===== src/hw/rtl/two_class_priority_wait_queue_top_defines.svh =====
// Assertion macros used by the wait queue datapath.
// Depends on nothing; files that check their logic include it.
`ifndef TWO_CLASS_PRIORITY_WAIT_QUEUE_TOP_DEFINES_SVH
`define TWO_CLASS_PRIORITY_WAIT_QUEUE_TOP_DEFINES_SVH

// The consequent holds in the same cycle as the antecedent.
`define TCPWQ_HOLDS(lbl, ante, cons, msg) \
    lbl: assert property (@(posedge i_clk) disable iff (!i_rst_n) (ante) |-> (cons)) \
        else $error(msg);

// The consequent holds in the cycle after the antecedent.
`define TCPWQ_NEXT(lbl, ante, cons, msg) \
    lbl: assert property (@(posedge i_clk) disable iff (!i_rst_n) (ante) |=> (cons)) \
        else $error(msg);

`endif


===== src/hw/rtl/tcpwq_pkg.sv =====
// Shared types and constants of the two-class wait queue.
// Used by the controller, the datapath and the top level.
package tcpwq_pkg;

    localparam int U_DEPTH = 16;
    localparam int H_DEPTH = 16;
    localparam int U_AW    = $clog2(U_DEPTH);
    localparam int H_AW    = $clog2(H_DEPTH);
    localparam int U_CW    = $clog2(U_DEPTH + 1);
    localparam int H_CW    = $clog2(H_DEPTH + 1);
    localparam int TAG_W   = 8;
    localparam int YEAR_W  = 12;
    localparam int ENT_W   = YEAR_W + TAG_W;

    typedef enum logic [1:0] {
        ST_OK    = 2'd0,
        ST_FULL  = 2'd1,
        ST_EMPTY = 2'd2
    } t_status;

    typedef enum logic [1:0] {
        RS_ZERO,
        RS_POSM1,
        RS_IDX
    } t_rsel;

    typedef enum logic [3:0] {
        S_IDLE,
        S_DISP,
        S_U_POP,
        S_INS_RD,
        S_INS_CMP,
        S_H_TOP,
        S_SH_RD,
        S_SH_WR,
        S_RESP
    } t_state;

    // Commands from the controller to the datapath.
    typedef struct packed {
        logic    load;
        logic    u_rd;
        logic    u_push;
        logic    u_pop;
        logic    h_rd;
        t_rsel   h_rsel;
        logic    h_wr_new;
        logic    h_wr_shift;
        logic    h_wr_move;
        logic    h_top;
        logic    h_dec;
        logic    res_set;
        t_status res_code;
    } t_cmd;

    // Status from the datapath to the controller.
    typedef struct packed {
        logic mode;
        logic urgent;
        logic u_full;
        logic u_empty;
        logic h_full;
        logic h_empty;
        logic pos_zero;
        logic rd_greater;
        logic idx_end;
    } t_stat;

endpackage


===== src/hw/rtl/two_class_priority_wait_queue_top.sv =====
// Top level of the two-class wait queue: controller plus datapath.
// Depends on tcpwq_pkg, tcpwq_ctrl and tcpwq_dpath.
//
// Usage: raise start with a word on i_mode, i_is_urgent, i_entry_tag and
// i_entry_year; it is taken at a clock edge where busy is low. Mode 0
// enqueues (urgent entries into a FIFO, regular ones into a list sorted by
// year, equal years kept in arrival order); mode 1 serves the urgent FIFO
// first, otherwise the regular entry with the smallest year.
// Every word gives exactly one result, shown for one cycle with o_done
// high on o_status, o_served_tag, o_served_urgent and o_waiting_count.
// An urgent enqueue, a refusal or an empty dequeue goes from dispatch straight
// to the response; an urgent dequeue reads the FIFO, then pops it. A regular
// insertion walks the list from the back, moving each entry of larger year up
// one place before writing the new entry; a regular dequeue reads the front,
// then moves every remaining entry down one place. The regular list walk does
// one memory read and one write per entry moved. busy stays high through the
// o_done cycle, so the next word is taken only after busy falls again.
// Reset (synchronous, active low) empties both classes. The receiver
// cannot stall: each result is valid only in its o_done cycle.
module two_class_priority_wait_queue_top (
    input  logic                          i_clk,
    input  logic                          i_rst_n,
    input  logic                          start,
    output logic                          busy,
    input  logic                          i_mode,
    input  logic                          i_is_urgent,
    input  logic [tcpwq_pkg::TAG_W-1:0]   i_entry_tag,
    input  logic [tcpwq_pkg::YEAR_W-1:0]  i_entry_year,
    output logic                          o_done,
    output logic [1:0]                    o_status,
    output logic [tcpwq_pkg::TAG_W-1:0]   o_served_tag,
    output logic                          o_served_urgent,
    output logic [5:0]                    o_waiting_count
);
    import tcpwq_pkg::*;

    t_cmd  cmd;
    t_stat stat;

    // Sequencer.
    tcpwq_ctrl u_ctrl (
        .i_clk   (i_clk),
        .i_rst_n (i_rst_n),
        .start   (start),
        .busy    (busy),
        .o_done  (o_done),
        .i_stat  (stat),
        .o_cmd   (cmd)
    );

    // Stores and result registers.
    tcpwq_dpath u_dpath (
        .i_clk           (i_clk),
        .i_rst_n         (i_rst_n),
        .i_mode          (i_mode),
        .i_is_urgent     (i_is_urgent),
        .i_entry_tag     (i_entry_tag),
        .i_entry_year    (i_entry_year),
        .i_cmd           (cmd),
        .o_stat          (stat),
        .o_status        (o_status),
        .o_served_tag    (o_served_tag),
        .o_served_urgent (o_served_urgent),
        .o_waiting_count (o_waiting_count)
    );

endmodule


===== src/hw/rtl/tcpwq_dpath.sv =====
// Datapath of the wait queue: urgent FIFO memory, sorted regular memory,
// pointers, fill counts and result registers. Depends on tcpwq_pkg.
`include "two_class_priority_wait_queue_top_defines.svh"
module tcpwq_dpath (
    input  logic                          i_clk,
    input  logic                          i_rst_n,
    input  logic                          i_mode,
    input  logic                          i_is_urgent,
    input  logic [tcpwq_pkg::TAG_W-1:0]   i_entry_tag,
    input  logic [tcpwq_pkg::YEAR_W-1:0]  i_entry_year,
    input  tcpwq_pkg::t_cmd               i_cmd,
    output tcpwq_pkg::t_stat              o_stat,
    output logic [1:0]                    o_status,
    output logic [tcpwq_pkg::TAG_W-1:0]   o_served_tag,
    output logic                          o_served_urgent,
    output logic [5:0]                    o_waiting_count
);
    import tcpwq_pkg::*;

    logic                r_mode;
    logic                r_urg;
    logic [TAG_W-1:0]    r_tag;
    logic [YEAR_W-1:0]   r_year;
    logic [TAG_W-1:0]    r_u_mem [U_DEPTH];
    logic [U_AW-1:0]     r_u_head;
    logic [U_AW-1:0]     r_u_tail;
    logic [U_CW-1:0]     r_u_fill;
    logic [TAG_W-1:0]    r_u_rd;
    logic [ENT_W-1:0]    r_h_mem [H_DEPTH];
    logic [H_CW-1:0]     r_h_fill;
    logic [H_CW-1:0]     r_pos;
    logic [H_CW-1:0]     r_idx;
    logic [ENT_W-1:0]    r_h_rd;
    t_status             r_res_status;
    logic [TAG_W-1:0]    r_res_tag;
    logic                r_res_urg;
    logic [H_AW-1:0]     h_raddr;
    logic [H_AW-1:0]     h_waddr;
    logic [ENT_W-1:0]    h_wdata;
    logic                h_we;
    logic [H_CW-1:0]     pos_m1;
    logic [H_CW-1:0]     idx_m1;

    assign pos_m1 = r_pos - H_CW'(1);
    assign idx_m1 = r_idx - H_CW'(1);

    // Status towards the controller.
    always_comb begin
        o_stat.mode       = r_mode;
        o_stat.urgent     = r_urg;
        o_stat.u_full     = (r_u_fill == U_CW'(U_DEPTH));
        o_stat.u_empty    = (r_u_fill == '0);
        o_stat.h_full     = (r_h_fill == H_CW'(H_DEPTH));
        o_stat.h_empty    = (r_h_fill == '0);
        o_stat.pos_zero   = (r_pos == '0);
        o_stat.rd_greater = (r_h_rd[ENT_W-1:TAG_W] > r_year);
        o_stat.idx_end    = (r_idx >= r_h_fill);
    end

    // Regular memory read address, write address and write data.
    always_comb begin
        case (i_cmd.h_rsel)
            RS_ZERO:  h_raddr = '0;
            RS_POSM1: h_raddr = pos_m1[H_AW-1:0];
            RS_IDX:   h_raddr = r_idx[H_AW-1:0];
            default:  h_raddr = '0;
        endcase
        h_we    = i_cmd.h_wr_new | i_cmd.h_wr_shift | i_cmd.h_wr_move;
        h_waddr = i_cmd.h_wr_move ? idx_m1[H_AW-1:0] : r_pos[H_AW-1:0];
        h_wdata = i_cmd.h_wr_new ? {r_year, r_tag} : r_h_rd;
    end

    // Urgent FIFO memory.
    always_ff @(posedge i_clk) begin
        if (i_cmd.u_push) begin
            r_u_mem[r_u_tail] <= r_tag;
        end
        if (i_cmd.u_rd) begin
            r_u_rd <= r_u_mem[r_u_head];
        end
    end

    // Regular memory, kept sorted by year with stable insertion.
    always_ff @(posedge i_clk) begin
        if (h_we) begin
            r_h_mem[h_waddr] <= h_wdata;
        end
        if (i_cmd.h_rd) begin
            r_h_rd <= r_h_mem[h_raddr];
        end
    end

    // Latched item word.
    always_ff @(posedge i_clk) begin
        if (i_cmd.load) begin
            r_mode <= i_mode;
            r_urg  <= i_is_urgent;
            r_tag  <= i_entry_tag;
            r_year <= i_entry_year;
        end
    end

    // Pointers, counts and walk indexes.
    always_ff @(posedge i_clk) begin
        if (!i_rst_n) begin
            r_u_head <= '0;
            r_u_tail <= '0;
            r_u_fill <= '0;
            r_h_fill <= '0;
            r_pos    <= '0;
            r_idx    <= '0;
        end else begin
            if (i_cmd.load) begin
                r_pos <= r_h_fill;
                r_idx <= H_CW'(1);
            end
            if (i_cmd.u_push) begin
                r_u_tail <= (r_u_tail == U_AW'(U_DEPTH - 1)) ? '0 : r_u_tail + U_AW'(1);
                r_u_fill <= r_u_fill + U_CW'(1);
            end
            if (i_cmd.u_pop) begin
                r_u_head <= (r_u_head == U_AW'(U_DEPTH - 1)) ? '0 : r_u_head + U_AW'(1);
                r_u_fill <= r_u_fill - U_CW'(1);
            end
            if (i_cmd.h_wr_new) begin
                r_h_fill <= r_h_fill + H_CW'(1);
            end
            if (i_cmd.h_dec) begin
                r_h_fill <= r_h_fill - H_CW'(1);
            end
            if (i_cmd.h_wr_shift) begin
                r_pos <= pos_m1;
            end
            if (i_cmd.h_wr_move) begin
                r_idx <= r_idx + H_CW'(1);
            end
        end
    end

    // Result word.
    always_ff @(posedge i_clk) begin
        if (i_cmd.load) begin
            r_res_status <= ST_OK;
            r_res_tag    <= '0;
            r_res_urg    <= 1'b0;
        end else begin
            if (i_cmd.res_set) begin
                r_res_status <= i_cmd.res_code;
            end
            if (i_cmd.u_pop) begin
                r_res_tag <= r_u_rd;
                r_res_urg <= 1'b1;
            end
            if (i_cmd.h_top) begin
                r_res_tag <= r_h_rd[TAG_W-1:0];
            end
        end
    end

    assign o_status        = r_res_status;
    assign o_served_tag    = r_res_tag;
    assign o_served_urgent = r_res_urg;
    assign o_waiting_count = 6'(r_u_fill) + 6'(r_h_fill);

    `TCPWQ_HOLDS(a_u_fill_range, 1'b1, r_u_fill <= U_CW'(U_DEPTH), "urgent fill overflow")
    `TCPWQ_HOLDS(a_h_fill_range, 1'b1, r_h_fill <= H_CW'(H_DEPTH), "regular fill overflow")
    `TCPWQ_NEXT(a_push_count, i_cmd.u_push, r_u_fill == U_CW'($past(r_u_fill) + U_CW'(1)), "urgent push lost")

endmodule


===== src/hw/rtl/tcpwq_ctrl.sv =====
// Controller state machine of the wait queue.
// Depends on tcpwq_pkg; drives the datapath by command words.
module tcpwq_ctrl (
    input  logic             i_clk,
    input  logic             i_rst_n,
    input  logic             start,
    output logic             busy,
    output logic             o_done,
    input  tcpwq_pkg::t_stat i_stat,
    output tcpwq_pkg::t_cmd  o_cmd
);
    import tcpwq_pkg::*;

    t_state r_state;
    t_state n_state;

    // State register.
    always_ff @(posedge i_clk) begin
        if (!i_rst_n) begin
            r_state <= S_IDLE;
        end else begin
            r_state <= n_state;
        end
    end

    // Next state and commands.
    always_comb begin
        n_state = r_state;
        o_cmd   = '0;
        busy    = 1'b1;
        o_done  = 1'b0;
        case (r_state)
            S_IDLE: begin
                busy = 1'b0;
                if (start) begin
                    o_cmd.load = 1'b1;
                    n_state    = S_DISP;
                end
            end
            S_DISP: begin
                if (!i_stat.mode) begin
                    if (i_stat.urgent) begin
                        if (i_stat.u_full) begin
                            o_cmd.res_set  = 1'b1;
                            o_cmd.res_code = ST_FULL;
                        end else begin
                            o_cmd.u_push = 1'b1;
                        end
                        n_state = S_RESP;
                    end else if (i_stat.h_full) begin
                        o_cmd.res_set  = 1'b1;
                        o_cmd.res_code = ST_FULL;
                        n_state        = S_RESP;
                    end else begin
                        n_state = S_INS_RD;
                    end
                end else if (!i_stat.u_empty) begin
                    o_cmd.u_rd = 1'b1;
                    n_state    = S_U_POP;
                end else if (!i_stat.h_empty) begin
                    o_cmd.h_rd   = 1'b1;
                    o_cmd.h_rsel = RS_ZERO;
                    n_state      = S_H_TOP;
                end else begin
                    o_cmd.res_set  = 1'b1;
                    o_cmd.res_code = ST_EMPTY;
                    n_state        = S_RESP;
                end
            end
            S_U_POP: begin
                o_cmd.u_pop = 1'b1;
                n_state     = S_RESP;
            end
            S_INS_RD: begin
                if (i_stat.pos_zero) begin
                    o_cmd.h_wr_new = 1'b1;
                    n_state        = S_RESP;
                end else begin
                    o_cmd.h_rd   = 1'b1;
                    o_cmd.h_rsel = RS_POSM1;
                    n_state      = S_INS_CMP;
                end
            end
            S_INS_CMP: begin
                if (i_stat.rd_greater) begin
                    o_cmd.h_wr_shift = 1'b1;
                    n_state          = S_INS_RD;
                end else begin
                    o_cmd.h_wr_new = 1'b1;
                    n_state        = S_RESP;
                end
            end
            S_H_TOP: begin
                o_cmd.h_top = 1'b1;
                n_state     = S_SH_RD;
            end
            S_SH_RD: begin
                if (i_stat.idx_end) begin
                    o_cmd.h_dec = 1'b1;
                    n_state     = S_RESP;
                end else begin
                    o_cmd.h_rd   = 1'b1;
                    o_cmd.h_rsel = RS_IDX;
                    n_state      = S_SH_WR;
                end
            end
            S_SH_WR: begin
                o_cmd.h_wr_move = 1'b1;
                n_state         = S_SH_RD;
            end
            S_RESP: begin
                o_done  = 1'b1;
                n_state = S_IDLE;
            end
            default: begin
                n_state = S_IDLE;
            end
        endcase
    end

endmodule


===== config.mk =====
export PLATFORM = sky130hd
export DESIGN_NAME = two_class_priority_wait_queue_top
export DESIGN_NICKNAME = d
export VERILOG_FILES = /design/src/hw/rtl/tcpwq_pkg.sv /design/src/hw/rtl/two_class_priority_wait_queue_top.sv /design/src/hw/rtl/tcpwq_dpath.sv /design/src/hw/rtl/tcpwq_ctrl.sv
export VERILOG_INCLUDE_DIRS = /design/src /design/src/hw/rtl
export SDC_FILE = /design/constraint.sdc
export NUM_CORES = 1
export LEC_CHECK = 0
export BUFFER_PORTS_ARGS = -buffer_cell sky130_fd_sc_hd__buf_2
export CAP_MARGIN = 20
export CORE_UTILIZATION = 62
export CTS_BUF_LIST = sky130_fd_sc_hd__clkbuf_8 sky130_fd_sc_hd__clkbuf_16
export CTS_CLUSTER_DIAMETER = 80
export DETAILED_ROUTE_END_ITERATION = 6
export GPL_TIMING_DRIVEN = 0
export PLACE_DENSITY = 0.86
export SYNTH_ARGS = -nofsm -noshare
export SYNTH_HDL_FRONTEND = slang
export SYNTH_SLANG_ARGS = --single-unit

===== constraint.sdc =====
create_clock -name i_clk -period 4.8 [get_ports i_clk]
set_input_delay 0.48 -clock i_clk [delete_from_list [all_inputs] [get_ports i_clk]]
set_output_delay 0.48 -clock i_clk [all_outputs]
set_load 0.02 [all_outputs]

==> results of run 1 <==
## layout make-up
| cell class | count | area [um^2] |
|---|---|---|
| flip-flops and latches | 541 | 15820 |
| fillers | 2063 | 10320 |
| multi-input cells | 829 | 6322 |
| clock buffers | 51 | 1276 |
| well taps | 461 | 576.8 |
| repair buffers | 62 | 523.0 |
| plain buffers | 90 | 401.6 |
| clock inverters | 40 | 355.3 |
| inverters | 40 | 150.1 |
## cell usage in the layout, fill, tap and decap left out, drive strengths merged, types with 4 or more instances in the layout
| master | count |
|---|---|
| edfxtp | 498 |
| nand2 | 165 |
| clkbuf | 113 |
| o21ai | 100 |
| buf | 90 |
| nor2 | 72 |
| mux4 | 61 |
| mux2i | 55 |
| inv | 53 |
| nand3 | 49 |
| a21oi | 47 |
| dfxtp | 43 |
| or3 | 41 |
| ha | 39 |
| a31oi | 29 |
| mux2 | 20 |
| a311oi | 20 |
| a221oi | 20 |
| clkinv | 18 |
| a211oi | 13 |
| nor2b | 10 |
| nor3 | 10 |
| xnor2 | 10 |
| nand2b | 6 |
| a21o | 6 |
| bufinv | 6 |
| nand4 | 5 |
| a22oi | 4 |
| xor2 | 4 |
| and2 | 4 |
| and3 | 4 |
## through the flow
stage          worst slack [ns]  instances  area [um^2]
2_1_floorplan             1.299       1500        22630
3_3_place_gp             0.1331       2004        23420
3_5_place_dp           -0.04879       2020        23750
4_1_cts                  0.1649       2111        25390
5_1_grt                -0.03693       2114        25420
6_report                0.04989       2114        25420
## sequential cells by signal (all words and copies together) (netlist names), 8 cells and up
| name | count |
|---|---|
| u_dpath.r_u_rd | 8 |
| u_dpath.r_year | 12 |
| u_dpath.r_tag | 8 |
| u_dpath.r_h_mem | 320 |
| u_dpath.o_served_tag | 8 |
| u_dpath.r_h_rd | 20 |
| u_dpath.r_u_mem | 128 |
## worst reg2reg max path: stages (launching register included)
cell      delay, ns
dfxtp_1        0.33
buf_2          0.19
inv_1          0.11
ha_1           0.29
nand2b_1       0.13
a31oi_1        0.23
o21bai_1       0.14
a211oi_4       0.38
inv_1          0.09
ha_1           0.24
nand2b_1       0.21
and2_1         0.17
buf_2          0.23
buf_2          0.30
buf_2          0.32
buf_2          0.27
nand2_1        0.12
a31oi_1        0.40
a221oi_1       0.18
a21oi_1        0.26
## routing by layer
layer,routed length [um],part of all wire,global-route usage,up-vias
met5,39,0.00068,0,-
met4,2076,0.036,0.1151,6
met3,7647,0.13,0.07982,215
met2,26650,0.47,0.4964,1217
met1,20540,0.36,0.4195,7012
li1,-,-,-,6014
## power by group through the flow
stage	Combinational, W	Sequential, W	Clock (W)
after CTS	0.000281	0.00525	0.00399
after global placement	0.000266	0.00534	0
final	0.000284	0.00525	0.00398
after floorplan	0.000181	0.00532	0
after detailed placement	0.000279	0.00534	0
after global routing	0.000310	0.00525	0.00417
## what timing repair did
action	4_1_cts	5_1_grt
cloned	0	0
gates resized for setup	2	11
pin swaps	0	1
setup endpoints to repair	19	19
## final timing paths
kind                                          start                   to  slack [ns]
worst max-delay path               u_dpath.r_idx[0]    u_dpath.r_h_rd[8]        0.05
worst min-delay path                i_entry_year[4]    u_dpath.r_year[4]        0.05
worst max register to register     u_dpath.r_idx[0]    u_dpath.r_h_rd[8]        0.05
worst min register to register  u_dpath.o_status[1]  u_dpath.o_status[1]        0.46
## cells by family after synthesis
logic type / after synthesis / synth area share
AO/OA/AOI/OAI: 258 / 0.07232
XOR/XNOR: 14 / 0.005418
adder cells (fa/ha/maj): 42 / 0.02422
buffers and inverters: 130 / 0.02400
flip-flops: 541 / 0.6988
multiplexers: 136 / 0.09830
AND/OR/NAND/NOR: 379 / 0.07691
==> metrics, run 1 <==
slowest stage cell, crit path=a31oi_1; sequential-to-total area share from yosys stat=0.6988; Total GRT Usage=0.3122; die area=37,270 um^2; Worst Max-Slew Pin Slew=1.057 ns; hold path depth=1; core area=35,740 um^2; Initial Util=0.6332; Comb pwr share=0.030; Nets=1,682; hold_buf cts=0; IO Pins=44; DRT Wirelength=56,950 um; Net Sw Power=0.001979 W; Setup crit start kind=register; Unique masters post-synth=62; Buf/Inv on CP=7; setup violators final=0; DIE WIDTH=193.1 um; most frequent cell after synthesis=edfxtp_1; CP max FO=10; critical-path cell list=buf_2 -> inv_1 -> ha_1 -> nand2b_1 -> a31oi_1 -> o21bai_1 -> a211oi_4 -> inv_1 -> ha_1 -> nand2b_1 -> and2_1 -> buf_2 -> buf_2 -> buf_2 -> buf_2 -> nand2_1 -> a31oi_1 -> a221oi_1 -> a21oi_1; TNS Setup=0 ns; Clock Power Share=0.419; max-cap violations=0; Overflow after GRT=0; most used cell, CP=buf_2; crit end category=register; top post-synthesis cells by area=edfxtp_1 (66%), mux4_2 (6.1%), dfxtp_1 (3.8%); first-pass GRT wire length=84,570 um; DRT antenna net count=0; Worst-path clk slew=0.06 ns; Post-synth EDFFs=498; CTS tree=built; initial antenna violation count=3; failing checks=DRC; Rows=69; clk sinks=541; final weighted congestion in routability-driven placement=0.9375; die height=193.1 um; Max Transition Viols Final=0; yosys warns=0; largest net degree at the start of global routing=32; Vias=14,460; setup bufs post-CTS=0; vias in the first global route=13,990; FF+latch count, synth=541; R2R depth=19; drt drc=9; Yosys top cell area share=0.6608; Via density=6.842; PwrDens=374.2 nW/um^2; first drt pass iteration count=7; status=finished, violations left; post-synthesis cell area=22,630 um^2; Routed WL per cell=26.94 um; Flop pwr share=0.551; max incr delay on CP=0.40 ns; Critical Path Stages=19; Final Hold Fails=0; peak supply drop=0.0002539 V; area leader, netlist=edfxtp_1; period utilisation layout=0.9896; total power=0.009513 W; CTS max path bufs=3; Synth async-reset ratio=0; DP HPWL=36,360 um; Post-Synthesis Net Count=1,567; fmax=210.5 MHz; synthesized netlist cell count=1,500; n_diodes=0; ys flop type=edfxtp_1; H-tree depth=2; tightest hold margin=0.04915 ns; cts bufs inserted=51; Lkg Pwr=8.406 nW; Slew headroom=0.2946; Synth top cells by count=edfxtp_1 (498), nand2_1 (165), o21ai_0 (100); count of input and output buffers=43; fin util=0.7112; clock latency on the worst-skew pair=0.60 ns; Pint=0.007535 W; Hold Path Class=primary input to register; skew final=0.04021 ns; initial DRC count=2,238; CP top delay family=compound AO/OA/AOI/OAI gates; Worst Path Arrival=5.16 ns; Post-Synthesis Mean Instance Area=15.09 um^2; Net Sw Frac=0.2080; layout cells sized above 1=0.1664; CP Data Required Time=5.21 ns; Setup Crit Path Kind=register to register; Final Critical Period=4.750 ns; root buffer cell=clkbuf_16; area grow syn2layout=12.33%
Power figures use the tool's default switching activity.
==> run 2: changes to the inputs <==
--- a/config.mk
+++ b/config.mk
@@ -8,12 +8,12 @@
 export LEC_CHECK = 0
 export BUFFER_PORTS_ARGS = -buffer_cell sky130_fd_sc_hd__buf_2
 export CAP_MARGIN = 20
-export CORE_UTILIZATION = 62
+export CORE_UTILIZATION = 47
 export CTS_BUF_LIST = sky130_fd_sc_hd__clkbuf_8 sky130_fd_sc_hd__clkbuf_16
 export CTS_CLUSTER_DIAMETER = 80
 export DETAILED_ROUTE_END_ITERATION = 6
 export GPL_TIMING_DRIVEN = 0
-export PLACE_DENSITY = 0.86
+export PLACE_DENSITY = 0.7
 export SYNTH_ARGS = -nofsm -noshare
 export SYNTH_HDL_FRONTEND = slang
 export SYNTH_SLANG_ARGS = --single-unit
==> run 2 against run 1 <==
  * The run now ends clean
  * Clock skew fell by 0.017 ns
  * Critical path depth is 5 lower
  * Die area increased by 32%
  * Routed wire length is 6.9% lower
  * Largest cell class unchanged
  * Non-clock buffer count is 1 lower
==> metrics, run 2 (synthesis gave the netlist of run 1 again) <==
Worst Path Arrival=4.95 ns; DRT antenna net count=0; Final Non-Filler Cells=2,274; hold path depth=1; Routed WL per cell=23.31 um; largest net degree at the start of global routing=32; initial DRC count=1,391; clk sinks=541; biggest regs=u_dpath.r_h_mem (320), u_dpath.r_u_mem (128), u_dpath.r_h_rd (20); R2R depth=14; DRT Wirelength=53,020 um; Routed met2 length=25,850 um; Final Critical Period=4.621 ns; fmax=216.4 MHz; placed cell count=2,177; count of input and output buffers=43; Via density=5.930; n_diodes=0; Largest register FFs=320; Initial Util=0.4750; Final Hold Fails=0; CP Data Required Time=5.12 ns; most common cell after layout, fill and taps aside=edfxtp_1; Top Layer Used=met5; DIE WIDTH=221.4 um; die area=49,030 um^2; tightest hold margin=0.05243 ns; slowest stage cell, crit path=a221oi_1; critical-path cell list=buf_2 -> inv_1 -> ha_1 -> nand2b_1 -> a31oi_1 -> o21bai_1 -> a211oi_2 -> ha_2 -> nor2_1 -> clkbuf_1 -> clkbuf_1 -> a31oi_1 -> a221oi_1 -> a21oi_1; skew final=0.02324 ns; CP max FO=13; IO Pins=44; Worst Max-Slew Pin Slew=1.039 ns; final instance area=25,710 um^2; most frequent cells in the layout=edfxtp_1 (498), nand2_1 (165), o21ai_0 (100); Vias=13,490; Rows=80; Lkg Pwr=8.432 nW; Top reg by flops=u_dpath.r_h_mem; max incr delay on CP=0.60 ns; DR WL met3=4408 um; area post-placement=23,920 um^2; Total GRT Usage=0.2181; CTS tree=built; initial antenna violation count=1; setup violators final=0; core area=47,650 um^2; max-cap violations=0; H-tree depth=2; root buffer cell=clkbuf_16; first drt pass iteration count=6; final weighted congestion in routability-driven placement=0.9155; hold wc startpoint=i_is_urgent; peak supply drop=0.0002535 V; area grow syn2layout=13.62%; Nets=1,683; die height=221.4 um; period utilisation layout=0.9628; status=finished, final reports clean; RSZ-0062 raised after global routing=false; drt drc=0; Max Transition Viols Final=0; DP HPWL=36,370 um; Setup Crit Path Kind=register to register; CTS max path bufs=3; fillers=3,725; Hold Path Class=primary input to register; first-pass GRT wire length=81,080 um; Worst-path clk slew=0.06 ns; crit end category=register; M1 wire length=21,670 um; Slew headroom=0.3055; R2R Path Start=u_dpath.r_idx[0]; vias in the first global route=13,400; hold_buf cts=0; layout cells sized above 1=0.1676; Setup crit start kind=register; clock latency on the worst-skew pair=0.60 ns; cts bufs inserted=53; PwrDens=379.3 nW/um^2; Overflow after GRT=0; Setup crit start=u_dpath.r_idx[0]
## run 2: changes by cell type in the layout (fill, tap and decap cells not counted), moves of 3 or more
cell / previous run / this run
clkinv_1: 10 / 16
inv_1: 49 / 46
buf_8: 9 / 14
clkbuf_2: 6 / 1
buf_16: 5 / 1
clkbuf_1: 54 / 58
clkbuf_8: 0 / 4
clkinv_2: 8 / 5
## run 2: final timing paths
check | endpoint | slack, ns
worst min-delay path | u_dpath.r_urg | 0.05
worst max-delay path | u_dpath.r_h_rd[3] | 0.18
worst max register to register | u_dpath.r_h_rd[3] | 0.18
worst min register to register | u_dpath.o_status[1] | 0.46
## run 2: critical path, delay by kind of cell (launching register included)
kind	cells	cell delay, ns
and+or+nand+nor	2	0.33
DFF	1	0.34
AOI/OAI and AO/OA	6	1.64
buffers and inverters	4	1.23
adders and majority gates	2	0.77
## run 2: final cells by class
| type | instances | area, um^2 | area share |
|---|---|---|---|
| repair buffers | 62 | 483.0 | 0.01878 |
| multi-input cells | 829 | 6330 | 0.2462 |
| inverters | 40 | 150.1 | 0.005839 |
| well taps | 615 | 769.5 | 0.02993 |
| plain buffers | 89 | 391.6 | 0.01523 |
| clock buffers | 57 | 1381 | 0.05372 |
| flip-flops and latches | 541 | 15820 | 0.6151 |
| clock inverters | 41 | 392.9 | 0.01528 |
## run 2: routing by layer
| layer | GRT usage | up-vias |
|---|---|---|
| li1 | - | 6029 |
| met1 | 0.3002 | 6762 |
| met2 | 0.3572 | 610 |
| met3 | 0.03944 | 82 |
| met4 | 0.06183 | 2 |
| met5 | 0 | - |
## run 2: stage by stage
| step | utilization | TNS, ns | setup WS [ns] | power [W] |
|---|---|---|---|---|
| final | 0.5397 | 0 | 0.1787 | 0.009754 |
| after global placement | 0.4956 | -1.315 | -0.1922 | 0.005620 |
| after CTS | 0.5394 | 0 | 0.06052 | 0.009804 |
| after floorplan | - | 0 | 1.299 | 0.005503 |
| after detailed placement | 0.5021 | -2.284 | -0.2907 | 0.005634 |
| after global routing | 0.5397 | 0 | 0.02630 | 0.01000 |
## run 2: where the power goes
part / total [W] / switching (W) / internal [W]
combinational: 0.000283 / 0.000182 / 0.000100
sequential: 0.00525 / 0.0000725 / 0.00518
clock: 0.00422 / 0.00173 / 0.00250
## run 2: what timing repair did
action | 4_1_cts | 5_1_grt
gates resized for setup | 1 | 5
setup buffers | 0 | 0
setup endpoints to repair | 20 | 13
cloned | 0 | 0
